## config.mk

```make
export PLATFORM = sky130hd
export DESIGN_NAME = ihv_fifo
export DESIGN_NICKNAME = d
export VERILOG_FILES = /design/src/ihv_pkg.sv /design/src/ihv_fifo.sv
export SDC_FILE = /design/constraint.sdc
export NUM_CORES = 1
export LEC_CHECK = 0
export BUFFER_PORTS_ARGS = -buffer_cell sky130_fd_sc_hd__clkbuf_2
export CAP_MARGIN = 20
export CORE_AREA = 2 2 39 41
export CTS_CLUSTER_SIZE = 28
export DETAILED_ROUTE_END_ITERATION = 6
export DIE_AREA = 0 0 41 43
export SETUP_SLACK_MARGIN = 0.3
export SLEW_MARGIN = 15
export SYNTH_ARGS = -nofsm -noshare
export SYNTH_HDL_FRONTEND = slang
export SYNTH_SLANG_ARGS = --single-unit
```

## constraint.sdc

```tcl
create_clock -name clk_i -period 3.8 [get_ports clk_i]
set_input_delay 0.38 -clock clk_i [delete_from_list [all_inputs] [get_ports clk_i]]
set_output_delay 0.38 -clock clk_i [all_outputs]
set_load 0.01 [all_outputs]
```

## src/ihv_pkg.sv

```systemverilog
`timescale 1ns / 1ps

package ihv_pkg;

  // Defaults for the top level parameters
  localparam int unsigned MAX_DIMENSION_DEF = 2048;
  localparam int unsigned LENGTH_BITS_DEF   = 24;

  // Fixed field widths
  localparam int unsigned DATA_W = 8;
  localparam int unsigned LEN_W  = 24;
  localparam int unsigned DIM_W  = 32;
  localparam int unsigned KIND_W = 2;

  // Verdict limits
  localparam int unsigned    MIN_SIZE    = 16;
  localparam int unsigned    MAX_SIZE    = 8 * 1024 * 1024;
  localparam logic [63:0]    MAX_PIXELS  = 64'd4 * 64'd1024 * 64'd1024;
  localparam int unsigned    PNG_HDR_LEN = 24;

  // Result queue depth between parser and verdict stages (power of two)
  localparam int unsigned FIFO_DEPTH = 2;

  // Byte codes
  localparam logic [7:0] BYTE_FF  = 8'hFF;
  localparam logic [7:0] JPEG_SOI = 8'hD8;
  localparam logic [7:0] JPEG_EOI = 8'hD9;
  localparam logic [7:0] SOF_LO   = 8'hC0;
  localparam logic [7:0] SOF_HI   = 8'hCF;
  localparam logic [7:0] DHT      = 8'hC4;
  localparam logic [7:0] JPG_RSV  = 8'hC8;
  localparam logic [7:0] DAC      = 8'hCC;

  typedef enum logic [KIND_W-1:0] {
    KIND_NONE = 2'd0,
    KIND_PNG  = 2'd1,
    KIND_JPEG = 2'd2
  } kind_e;

  // JPEG segment walker phases, one-hot
  typedef enum logic [5:0] {
    PH_SEEK   = 6'b000001,
    PH_MARKER = 6'b000010,
    PH_LEN_HI = 6'b000100,
    PH_LEN_LO = 6'b001000,
    PH_SOF    = 6'b010000,
    PH_DONE   = 6'b100000
  } phase_e;

  typedef struct packed {
    logic [DATA_W-1:0] data_byte;
    logic [LEN_W-1:0]  total_length;
  } in_item_t;

  typedef struct packed {
    logic              image_ok;
    logic [KIND_W-1:0] image_kind;
    logic [DIM_W-1:0]  pixel_width;
    logic [DIM_W-1:0]  pixel_height;
  } out_item_t;

  // Per-file record handed from parser to verdict stage
  typedef struct packed {
    kind_e            kind;
    logic [DIM_W-1:0] width;
    logic [DIM_W-1:0] height;
  } rec_t;

  function automatic logic [7:0] png_sig_byte(input logic [1:0] sel);
    logic [7:0] r;
    case (sel)
      2'd0:    r = 8'h89;
      2'd1:    r = 8'h50;
      2'd2:    r = 8'h4E;
      default: r = 8'h47;
    endcase
    return r;
  endfunction

  function automatic logic [7:0] ihdr_byte(input logic [1:0] sel);
    logic [7:0] r;
    case (sel)
      2'd0:    r = 8'h49;
      2'd1:    r = 8'h48;
      2'd2:    r = 8'h44;
      default: r = 8'h52;
    endcase
    return r;
  endfunction

  function automatic logic is_sof(input logic [7:0] m);
    return (m >= SOF_LO) && (m <= SOF_HI) && (m != DHT) && (m != JPG_RSV) && (m != DAC);
  endfunction

endpackage

```

## src/ihv_fifo.sv

```systemverilog
`timescale 1ns / 1ps

module ihv_fifo #(
  parameter type item_t = logic
) (
  input  logic  clk_i,
  input  logic  rst_ni,
  input  logic  push_i,
  input  item_t data_i,
  output logic  full_o,
  input  logic  pop_i,
  output item_t data_o,
  output logic  valid_o
);

  localparam int unsigned Depth   = ihv_pkg::FIFO_DEPTH;
  localparam int unsigned PtrBits = (Depth > 1) ? $clog2(Depth) : 1;

  item_t              mem_q [Depth];
  logic [PtrBits-1:0] wr_q, rd_q;
  logic [PtrBits:0]   cnt_q;
  logic               do_push, do_pop;

  assign full_o  = cnt_q == (PtrBits+1)'(Depth);
  assign valid_o = cnt_q != '0;
  assign data_o  = mem_q[rd_q];
  assign do_push = push_i && !full_o;
  assign do_pop  = pop_i && valid_o;

  always_ff @(posedge clk_i or negedge rst_ni) begin
    if (!rst_ni) begin
      wr_q  <= '0;
      rd_q  <= '0;
      cnt_q <= '0;
    end else begin
      if (do_push) begin
        wr_q <= wr_q + PtrBits'(1);
      end
      if (do_pop) begin
        rd_q <= rd_q + PtrBits'(1);
      end
      if (do_push && !do_pop) begin
        cnt_q <= cnt_q + (PtrBits+1)'(1);
      end else if (do_pop && !do_push) begin
        cnt_q <= cnt_q - (PtrBits+1)'(1);
      end
    end
  end

  always_ff @(posedge clk_i) begin
    if (do_push) begin
      mem_q[wr_q] <= data_i;
    end
  end

endmodule

```

======== Yosys cells after proc, flatten, opt, wreduce, memory -nomap -nowiden ========
Memories as Yosys holds them, arrays and structs flattened.
Index checks and enable logic that the tools add are counted.
storage, ports and cells
  output and inout bits ................... 3
  input bits .............................. 5
  RAM bits ................................ 2
  memories kept ........................... 1
  register bits after elaboration ......... 4
  word-level logic and storage cells ...... 22
memory list
  name   words  width  read ports  clocked after Yosys merged registers in  write ports  RTL line        RTL
  mem_q  2      1      1           0                                        1            ihv_fifo.sv:19  item_t mem_q [Depth];
cells by class
  $add $sub $neg .......................... 4
  equal/unequal tests ..................... 1
  reductions and logical operators ........ 9
  multiplexer cells ....................... 4
operator list
  cell                                                                 count
  1-bit logical AND                                                    4
  2-bit 2-to-1 mux                                                     2
  2-bit nonzero test                                                   2
  1-bit logical NOT                                                    3
  1-bit adder (second input constant)                                  2
  2-bit by 1-bit adder with 2-bit output (second input constant)       1
  2-bit equality test (second input constant)                          1
  1-bit 2-to-1 mux                                                     2
  2-bit by 1-bit subtractor with 2-bit output (second input constant)  1

======== Depth between registers and ports, before layout ========
Gate-level depths: netlist of the first run.
  word-level depth ........................ 7
  mapped depth ............................ 7
  mapped depth without buffers ............ 7

======== Worst setup path before layout of the first run ========
OpenSTA, ideal clock, no wires.
  kind .................................... reg-to-reg
  start point ............................. register cnt_q[0]
  end point ............................... register cnt_q[1]
  setup time .............................. 0.079 ns
  path slack .............................. 2.435 ns
  data required time ...................... 3.721 ns
  period minus slack after synthesis ...... 1.365 ns
  cell stages (with the launch flop) ...... 7
  arrival ................................. 1.286 ns
  path buffers ............................ 0
  path through ............................ dfrtp_1 nand2b_1 nand2_1 inv_1 ha_1 nor2_1 xor2_1
between the ends
  cells in the longest elaborated chain, start to end .. 6
  elaborated cells on any way between the ends .. 14
  those cells by class .................... add/sub (2); eq/ne (1); mux (2); reduce/logical (9)
RTL lines
  element                       RTL line        RTL
  from (decl)                   ihv_fifo.sv:21  logic [PtrBits:0] cnt_q;
  from (signal assigned)        ihv_fifo.sv:43  cnt_q <= cnt_q + (PtrBits+1)'(1);
  from (signal assigned)        ihv_fifo.sv:45  cnt_q <= cnt_q - (PtrBits+1)'(1);
  2-bit equality test *         ihv_fifo.sv:24  assign full_o = cnt_q == (PtrBits+1)'(Depth);
  1-bit logical NOT *           ihv_fifo.sv:27  assign do_push = push_i && !full_o;
  1-bit logical AND *           ihv_fifo.sv:27
  net do_push                   ihv_fifo.sv:22  logic do_push, do_pop;
  1-bit logical NOT             ihv_fifo.sv:44  end else if (do_pop && !do_push) begin
  1-bit logical AND             ihv_fifo.sv:44
  2-bit nonzero test (no line)  n/a
The timed path passes the listed nets; every way through them passes the cells marked *. The select of a mux whose other input is x is not followed.
A chain may end at the register's enable or synchronous reset.

======== Worst setup path in the final report of the first run ========
Same ends and word-level chain as after synthesis.

==> flow_results.xml, run 1 <==
<?xml version="1.0" encoding="UTF-8"?>
<metrics>
  <group name="sta">
    <metric name="grt_setup_unrepaired" unit="">no</metric>
    <metric name="finalWorstPathRequiredPeriod" unit="ns">1.49</metric>
    <metric name="timing_max_transition_violations_final" unit="">0</metric>
    <metric name="maxClockFrequency" unit="MHz">671</metric>
    <metric name="final.setup_skew" unit="ns">0.0000929</metric>
    <metric name="setup-violations-final" unit="">0</metric>
    <metric name="hold_viol_final" unit="">0</metric>
    <metric name="slew_headroom" unit="%">90.3</metric>
    <metric name="post-route-period-util" unit="%">39.2</metric>
    <metric name="final_total_negative_setup_slack" unit="ns">0</metric>
    <metric name="timing_worst_slew_pin_value" unit="ns">0.145</metric>
  </group>
  <group name="floorplan">
    <metric name="die_height" unit="um">43</metric>
    <metric name="die-area" unit="um^2">1760</metric>
    <metric name="die_w" unit="um">41</metric>
    <metric name="rows" unit="">14</metric>
    <metric name="effective_utilization_at_floorplan" unit="%">19.8</metric>
    <metric name="pin_count" unit="">8</metric>
    <metric name="fp.coreArea" unit="um^2">1380</metric>
  </group>
  <group name="clock_network">
    <metric name="cts-htree-levels" unit="">1</metric>
    <metric name="post-cts-setup-buffers" unit="">0</metric>
    <metric name="cts_tree" unit="">yes</metric>
    <metric name="cts.sink_count" unit="">6</metric>
    <metric name="clock_tree.root_cell" unit="">sky130_fd_sc_hd__clkbuf_4</metric>
    <metric name="tritoncts.num_buffers" unit="">3</metric>
    <metric name="post_cts.resized_instances" unit="">0</metric>
    <metric name="cts_hold_repair.buffers" unit="">1</metric>
    <metric name="clk_latency" unit="ns">0.24</metric>
    <metric name="ctsLongestPathBuffers" unit="">2</metric>
    <metric name="clock_pin_transition_on_the_worst_setup_and_hold_timing_paths" unit="ns">0.04</metric>
  </group>
  <group name="drt">
    <metric name="drt_first_pass_iters" unit="">1</metric>
    <metric name="drt.antenna.violating_nets" unit="">0</metric>
    <metric name="avgViaCountPerCell" unit="">3.69</metric>
    <metric name="drc" unit="">0</metric>
    <metric name="dr.first_iter.drc_count" unit="">0</metric>
    <metric name="routed-via-count" unit="">181</metric>
    <metric name="routed_wirelength_normalized_by_instance_count" unit="um">8.88</metric>
    <metric name="finalWirelength" unit="um">435</metric>
  </group>
  <group name="cells_and_area">
    <metric name="layout.cells.most_common_list" unit="">sky130_fd_sc_hd__clkbuf_2 (7), sky130_fd_sc_hd__dfrtp_1 (4), sky130_fd_sc_hd__xnor2_1 (3), sky130_fd_sc_hd__clkbuf_4 (3)</metric>
    <metric name="antenna_cells" unit="">0</metric>
    <metric name="areaGrowthSynthToFinish" unit="%">32.0</metric>
    <metric name="finish.net_count" unit="">41</metric>
    <metric name="register_area" unit="um^2">160</metric>
    <metric name="most_frequent_standard_cell_in_the_layout_excluding_fill_and_tap_cells" unit="">sky130_fd_sc_hd__clkbuf_2</metric>
    <metric name="final_layout_size_suffix_gt1_share" unit="%">39.4</metric>
    <metric name="num-fill-cells" unit="">155</metric>
    <metric name="total_area_of_multi_input_combinational_cells" unit="um^2">106</metric>
  </group>
  <group name="worst_setup_path">
    <metric name="crit_path_end_kind" unit="">flop</metric>
    <metric name="timing.critical_path.from_type" unit="">flop</metric>
    <metric name="crit_reg_reg_startpoint" unit="">cnt_q[0]</metric>
    <metric name="regToRegEndpoint" unit="">cnt_q[1]</metric>
    <metric name="critical_path_required" unit="ns">3.96</metric>
    <metric name="rrSetupSlack" unit="ns">2.31</metric>
    <metric name="path_max_fanout" unit="">4</metric>
    <metric name="cp_arrival" unit="ns">1.65</metric>
    <metric name="crit_start" unit="">cnt_q[0]</metric>
    <metric name="worstSetupEndpoint" unit="">cnt_q[1]</metric>
    <metric name="worstSetupPathType" unit="">reg2reg</metric>
    <metric name="worst_r2r_path_depth" unit="">7</metric>
  </group>
  <group name="power">
    <metric name="standby_leakage_power" unit="nW">0.176</metric>
    <metric name="vdd_drop_max" unit="uV">155</metric>
    <metric name="power.density" unit="nW/um^2">816</metric>
    <metric name="power_switching_share" unit="%">33.4</metric>
    <metric name="pwr-share-clk" unit="%">19.8</metric>
    <metric name="power.share.combinational" unit="%">39.9</metric>
    <metric name="total_power" unit="uW">295</metric>
    <metric name="power.share.sequential" unit="%">40.4</metric>
    <metric name="internal_power" unit="uW">196</metric>
    <metric name="total_switching_power" unit="uW">98.5</metric>
  </group>
  <group name="grt">
    <metric name="number_of_global_route_vias_before_repair" unit="">184</metric>
    <metric name="grt_pass1_wl" unit="um">683</metric>
    <metric name="grt_max_degree" unit="">5</metric>
    <metric name="antenna_found_initial" unit="">0</metric>
    <metric name="global_route.overflow_total" unit="">0</metric>
    <metric name="global_route.usage.total" unit="%">6.87</metric>
  </group>
  <group name="synthesis">
    <metric name="synth_xor_xnor_area_share" unit="%">16.0</metric>
    <metric name="compound_cell_area_share_of_the_yosys_netlist" unit="%">0</metric>
    <metric name="post_synth_and_or_nand_nor_area_fraction" unit="%">14.2</metric>
    <metric name="synthAdderAreaFrac" unit="%">4.57</metric>
    <metric name="netlist_area" unit="um^2">274</metric>
    <metric name="yosys_register_bits" unit="">6</metric>
    <metric name="synth.lib_cells_used.distinct" unit="">13</metric>
    <metric name="synth_warn" unit="">0</metric>
    <metric name="postSynthNetCount" unit="">28</metric>
    <metric name="yosysSeqAreaShare" unit="%">58.4</metric>
    <metric name="yosys-mux-area-fraction" unit="%">4.11</metric>
    <metric name="synth_top_family_by_area" unit="">XOR/XNOR gates</metric>
    <metric name="avg_inst_size_synth" unit="um^2">12.5</metric>
    <metric name="syn-instance-count" unit="">22</metric>
  </group>
  <group name="placed_design">
    <metric name="gp_congestion" unit="">0.681</metric>
    <metric name="dp_hpwl" unit="um">343</metric>
    <metric name="total_of_buffers_placed_on_input_and_output_ports" unit="">7</metric>
  </group>
  <group name="status">
    <metric name="status" unit="">finished, final reports clean</metric>
  </group>
  <group name="job">
    <metric name="cap_viol_max_count" unit="">0</metric>
  </group>
  <group name="hold_path">
    <metric name="class_of_the_tightest_hold_or_removal_check" unit="">in2reg</metric>
  </group>
</metrics>
## how the worst min path moves through the flow
stage	from	slack [ns]	end	depth (start not counted)
2_1_floorplan	rst_ni	0.08	cnt_q[0]	0
3_3_place_gp	rst_ni	0.20	rd_q	1
3_5_place_dp	rst_ni	0.19	rd_q	1
4_1_cts	data_i	0.32	mem_q[0]	1
5_1_grt	data_i	0.32	mem_q[1]	1
6_report	data_i	0.34	mem_q[1]	1
## critical path, cell delays in order (launching register included)
cell	delay [ns]
sky130_fd_sc_hd__dfrtp_1	0.41
sky130_fd_sc_hd__nand2b_1	0.19
sky130_fd_sc_hd__nand2_1	0.13
sky130_fd_sc_hd__inv_1	0.06
sky130_fd_sc_hd__ha_1	0.20
sky130_fd_sc_hd__xor2_1	0.14
sky130_fd_sc_hd__nor2_1	0.11
sky130_fd_sc_hd__xor2_1	0.18
## flip-flops by register name (all words and copies together) (netlist names)
| signal | cells |
|---|---|
| rd_q | 1 |
| mem_q | 2 |
| wr_q | 1 |
| cnt_q | 2 |
## cell usage after synthesis (all sizes together)
master / n / area (um^2)
edfxtp: 2 / 60.1
xnor2: 3 / 26.3
xor2: 2 / 17.5
nand2: 2 / 10.0
ha: 1 / 12.5
mux2: 1 / 11.3
nand2b: 1 / 6.26
and3: 1 / 6.26
dfrtp: 4 / 100
inv: 2 / 7.51
or2: 1 / 8.76
nor2: 2 / 7.51
## metal layers
layer / global-route usage, % / part of all wire (%)
met2: 8.75 / 49
met3: 4.71 / 9.2
met4: 8.00 / 0
met1: 6.23 / 42
met5: 0 / 0
## per-stage QoR
step,instance area (um^2),setup WS (ns),hold slack (ns),std cells,utilization [%]
final,362,2.31,0.338,49,26.1
after global routing,362,2.19,0.323,49,26.1
after CTS,362,2.27,0.321,49,26.1
after detailed placement,329,2.30,0.194,45,23.8
after global placement,329,2.34,0.196,45,23.8
after floorplan,274,2.44,0.0844,22,-
## power by group through the flow
stage | logic, mW | clock network (mW) | registers (mW)
floorplan | 0.0905 | 0 | 0.116
detailed placement | 0.119 | 0 | 0.121
finish | 0.118 | 0.0583 | 0.119
CTS | 0.121 | 0.0640 | 0.120
global route | 0.135 | 0.0661 | 0.124
global placement | 0.116 | 0 | 0.119
## kinds of logic (layout without fill, tap and decap cells)
family | count (synthesis) | after routing
and+or+nand+nor | 7 | 7
muxes | 1 | 1
adders and majority gates | 1 | 1
buffers and inverters | 2 | 13
xor gates and xnor gates | 5 | 5
DFF | 6 | 6
## cell type report
type	count	share of cell area (%)
clock buffer	3	6.23
multi-input combinational	14	29.4
tap	16	5.54
sequential	6	44.3
timing repair buffer	8	12.5
inverter	2	2.08
Note: power is estimated with default switching activity, not from simulation.
==> run 2: changes to the inputs <==
Settings changed: ABC_AREA from default to 1.
Clock period 3.8 ns to 1.2 ns, I/O delays scaled along.
==> run 2 against run 1 <==
The flow now finishes with violations (setup timing). Final area rose by 49%. Core utilization rose by 13 points. Final cell count rose by 53%. Combinational power rose to 7.4 times the previous value. Sequential share of layout area fell by 14 points. Clock skew rose by 0.00089 ns. Sequential cell count did not move. Clock-buffer cell count rose by 1. Critical endpoint unchanged. Largest cell class is now multi-input combinational cells. Highest routed layer is now met4.
==> flow_results.xml, run 2 <==
<?xml version="1.0" encoding="UTF-8"?>
<metrics>
  <group name="worst_setup_path">
    <metric name="crit_reg_reg_startpoint" unit="">cnt_q[1]</metric>
    <metric name="regToRegEndpoint" unit="">cnt_q[1]</metric>
    <metric name="crit_path_end_kind" unit="">flop</metric>
    <metric name="path_max_fanout" unit="">3</metric>
    <metric name="critical_path_required" unit="ns">1.35</metric>
    <metric name="cp_arrival" unit="ns">1.35</metric>
    <metric name="crit_start" unit="">cnt_q[1]</metric>
    <metric name="worstSetupPathType" unit="">reg2reg</metric>
    <metric name="rrSetupSlack" unit="ns">-0.001</metric>
    <metric name="timing.critical_path.from_type" unit="">flop</metric>
    <metric name="worst_r2r_path_depth" unit="">8</metric>
  </group>
  <group name="cells_and_area">
    <metric name="final_layout_size_suffix_gt1_share" unit="%">61.0</metric>
    <metric name="total_area_of_multi_input_combinational_cells" unit="um^2">166</metric>
    <metric name="finish.net_count" unit="">66</metric>
    <metric name="register_area" unit="um^2">161</metric>
    <metric name="layout.cells.most_common_list" unit="">sky130_fd_sc_hd__nand2_1 (9), sky130_fd_sc_hd__buf_4 (9), sky130_fd_sc_hd__inv_2 (5)</metric>
    <metric name="num-fill-cells" unit="">130</metric>
    <metric name="antenna_cells" unit="">0</metric>
    <metric name="reg_top3" unit="">cnt_q (2), mem_q (2)</metric>
    <metric name="areaGrowthSynthToFinish" unit="%">70.8</metric>
    <metric name="utilization" unit="%">39.1</metric>
  </group>
  <group name="sta">
    <metric name="final.setup_skew" unit="ns">0.000983</metric>
    <metric name="final_critical_path_setup_slack" unit="ns">-0.00117</metric>
    <metric name="final.hold.worst_slack" unit="ns">0.0512</metric>
    <metric name="slew_headroom" unit="%">88.4</metric>
    <metric name="grt_setup_unrepaired" unit="">yes</metric>
    <metric name="timing_max_transition_violations_final" unit="">0</metric>
    <metric name="maxClockFrequency" unit="MHz">833</metric>
    <metric name="finalWorstPathRequiredPeriod" unit="ns">1.20</metric>
    <metric name="timing_worst_slew_pin_value" unit="ns">0.173</metric>
    <metric name="hold_viol_final" unit="">0</metric>
    <metric name="post-route-period-util" unit="%">100</metric>
    <metric name="setup-violations-final" unit="">1</metric>
  </group>
  <group name="synthesis">
    <metric name="synth.lib_cells_used.distinct" unit="">14</metric>
    <metric name="yosysSeqAreaShare" unit="%">50.6</metric>
    <metric name="synth_enable_flop_cells" unit="">2</metric>
    <metric name="netlist_area" unit="um^2">317</metric>
    <metric name="avg_inst_size_synth" unit="um^2">8.56</metric>
    <metric name="synth.top_cells.by_area" unit="">sky130_fd_sc_hd__dfrtp_1 (32%), sky130_fd_sc_hd__edfxtp_1 (19%), sky130_fd_sc_hd__nand2_1 (12%), sky130_fd_sc_hd__nand2_2 (7.9%), sky130_fd_sc_hd__inv_1 (7.1%)</metric>
    <metric name="synth_warn" unit="">0</metric>
    <metric name="yosys.cell_count.top_type" unit="">sky130_fd_sc_hd__nand2_1</metric>
    <metric name="ys_top_cells_by_count" unit="">sky130_fd_sc_hd__nand2_1 (10), sky130_fd_sc_hd__inv_1 (6), sky130_fd_sc_hd__dfrtp_1 (4), sky130_fd_sc_hd__nand2_2 (4)</metric>
    <metric name="syn-instance-count" unit="">37</metric>
    <metric name="netlist.area_leader.share" unit="%">31.6</metric>
    <metric name="yosysTopAreaCell" unit="">sky130_fd_sc_hd__dfrtp_1</metric>
    <metric name="yosys_register_bits" unit="">6</metric>
    <metric name="postSynthNetCount" unit="">43</metric>
    <metric name="synth-main-ff-cell" unit="">sky130_fd_sc_hd__dfrtp_1</metric>
    <metric name="ffs_w_async_s_r_synth" unit="%">66.7</metric>
  </group>
  <group name="grt">
    <metric name="grt_max_degree" unit="">5</metric>
    <metric name="global_route.usage.total" unit="%">9.22</metric>
    <metric name="grt_pass1_wl" unit="um">952</metric>
    <metric name="global_route.overflow_total" unit="">0</metric>
    <metric name="antenna_found_initial" unit="">0</metric>
    <metric name="number_of_global_route_vias_before_repair" unit="">244</metric>
  </group>
  <group name="clock_network">
    <metric name="ctsLongestPathBuffers" unit="">2</metric>
    <metric name="cts_tree" unit="">yes</metric>
    <metric name="clock_tree.root_cell" unit="">sky130_fd_sc_hd__clkbuf_4</metric>
    <metric name="cts.sink_count" unit="">6</metric>
    <metric name="clock_pin_transition_on_the_worst_setup_and_hold_timing_paths" unit="ns">0.05</metric>
    <metric name="tritoncts.num_buffers" unit="">3</metric>
    <metric name="clk_latency" unit="ns">0.26</metric>
    <metric name="cts-htree-levels" unit="">1</metric>
  </group>
  <group name="floorplan">
    <metric name="die_height" unit="um">43</metric>
    <metric name="die-area" unit="um^2">1760</metric>
    <metric name="fp.coreArea" unit="um^2">1380</metric>
    <metric name="rows" unit="">14</metric>
    <metric name="die_w" unit="um">41</metric>
    <metric name="pin_count" unit="">8</metric>
    <metric name="effective_utilization_at_floorplan" unit="%">22.9</metric>
  </group>
  <group name="hold_path">
    <metric name="class_of_the_tightest_hold_or_removal_check" unit="">in2reg</metric>
    <metric name="hold_path_depth" unit="">1</metric>
    <metric name="holdCritStartpoint" unit="">data_i</metric>
    <metric name="worstHoldEndpoint" unit="">mem_q[1]</metric>
  </group>
  <group name="drt">
    <metric name="dr.first_iter.drc_count" unit="">2</metric>
    <metric name="highest_layer" unit="">met4</metric>
    <metric name="met1_wire_length" unit="um">300</metric>
    <metric name="drc" unit="">0</metric>
    <metric name="drt_first_pass_iters" unit="">4</metric>
    <metric name="met3_length" unit="um">48</metric>
    <metric name="route.met2.wl" unit="um">322</metric>
    <metric name="finalWirelength" unit="um">710</metric>
    <metric name="routed-via-count" unit="">300</metric>
    <metric name="avgViaCountPerCell" unit="">4.00</metric>
    <metric name="drt.antenna.violating_nets" unit="">0</metric>
    <metric name="routed_wirelength_normalized_by_instance_count" unit="um">9.47</metric>
  </group>
  <group name="job">
    <metric name="cap_viol_max_count" unit="">0</metric>
  </group>
  <group name="status">
    <metric name="status" unit="">finished with violations</metric>
    <metric name="failing_checks" unit="">setup timing</metric>
  </group>
  <group name="power">
    <metric name="vdd_drop_max" unit="uV">933</metric>
    <metric name="total_power" unit="mW">1.47</metric>
    <metric name="standby_leakage_power" unit="nW">0.278</metric>
    <metric name="power.density" unit="nW/um^2">2730</metric>
  </group>
  <group name="placed_design">
    <metric name="dp_hpwl" unit="um">455</metric>
    <metric name="gp_congestion" unit="">0.749</metric>
    <metric name="place_worst_setup_slack" unit="ns">-0.0159</metric>
    <metric name="total_of_buffers_placed_on_input_and_output_ports" unit="">7</metric>
  </group>
</metrics>
-- run 2: timing repair --
action / 4_1_cts / 5_1_grt
hold buffers: 1 / 0
endpoints found under the hold margin: 4 / 0
setup buffers: 4 / 3
gates resized for setup: 1 / 8
endpoints found under the setup margin: 9 / 9
pin swaps: 4 / 1
-- run 2: worst max-delay path by stage --
stage                     depth (start not counted)       end  slack, ns
final                                             8  cnt_q[1]     -0.001
after global routing                              5  mem_q[1]      -0.04
after CTS                                         8  cnt_q[1]       0.01
after detailed placement                          8  cnt_q[1]      -0.02
after global placement                            9  cnt_q[1]     -0.004
after floorplan                                   8  cnt_q[1]       0.02
-- run 2: layout make-up --
type	instances	share of cell area, %
clock buffers	4	4.86
multi-input cells	23	30.8
repair buffers	18	25.2
inverters	8	5.56
flip-flops and latches	6	29.9
well taps	16	3.70
-- run 2: power by group --
part	leakage (nW)	switching, mW	internal, mW
registers	0.0655	0.0695	0.306
logic	0.198	0.404	0.474
clock network	0.0150	0.0939	0.127
-- run 2: cells by family after synthesis --
group	after synthesis	synth area share, %
compound gates	1	1.58
xor+xnor	1	2.77
fa+ha+maj	1	3.95
buf+inv	8	9.49
flops	6	50.6
simple gates	20	31.6
-- run 2: critical path, cell delays in order (launching register included) --
cell,delay (ns)
sky130_fd_sc_hd__dfrtp_1,0.38
sky130_fd_sc_hd__inv_2,0.11
sky130_fd_sc_hd__nor2_4,0.06
sky130_fd_sc_hd__nor2_4,0.10
sky130_fd_sc_hd__ha_4,0.21
sky130_fd_sc_hd__inv_2,0.06
sky130_fd_sc_hd__nand3_2,0.05
sky130_fd_sc_hd__nand2_1,0.06
sky130_fd_sc_hd__nand2_1,0.05
-- run 2: metal layers --
layer  track usage, %  vias to the layer above
li1                 -                      156
met1             11.9                      126
met2             9.69                       13
met3             3.14                        5
met4             12.0                        0
met5                0                        -
-- run 2: stage by stage --
step	instance area [um^2]	setup TNS (ns)	instances
6_report	541	-0.00117	75
5_1_grt	541	-0.101	75
4_1_cts	498	0	72
3_5_place_dp	428	-0.0159	63
3_3_place_gp	428	-0.00372	63
2_1_floorplan	350	0	37
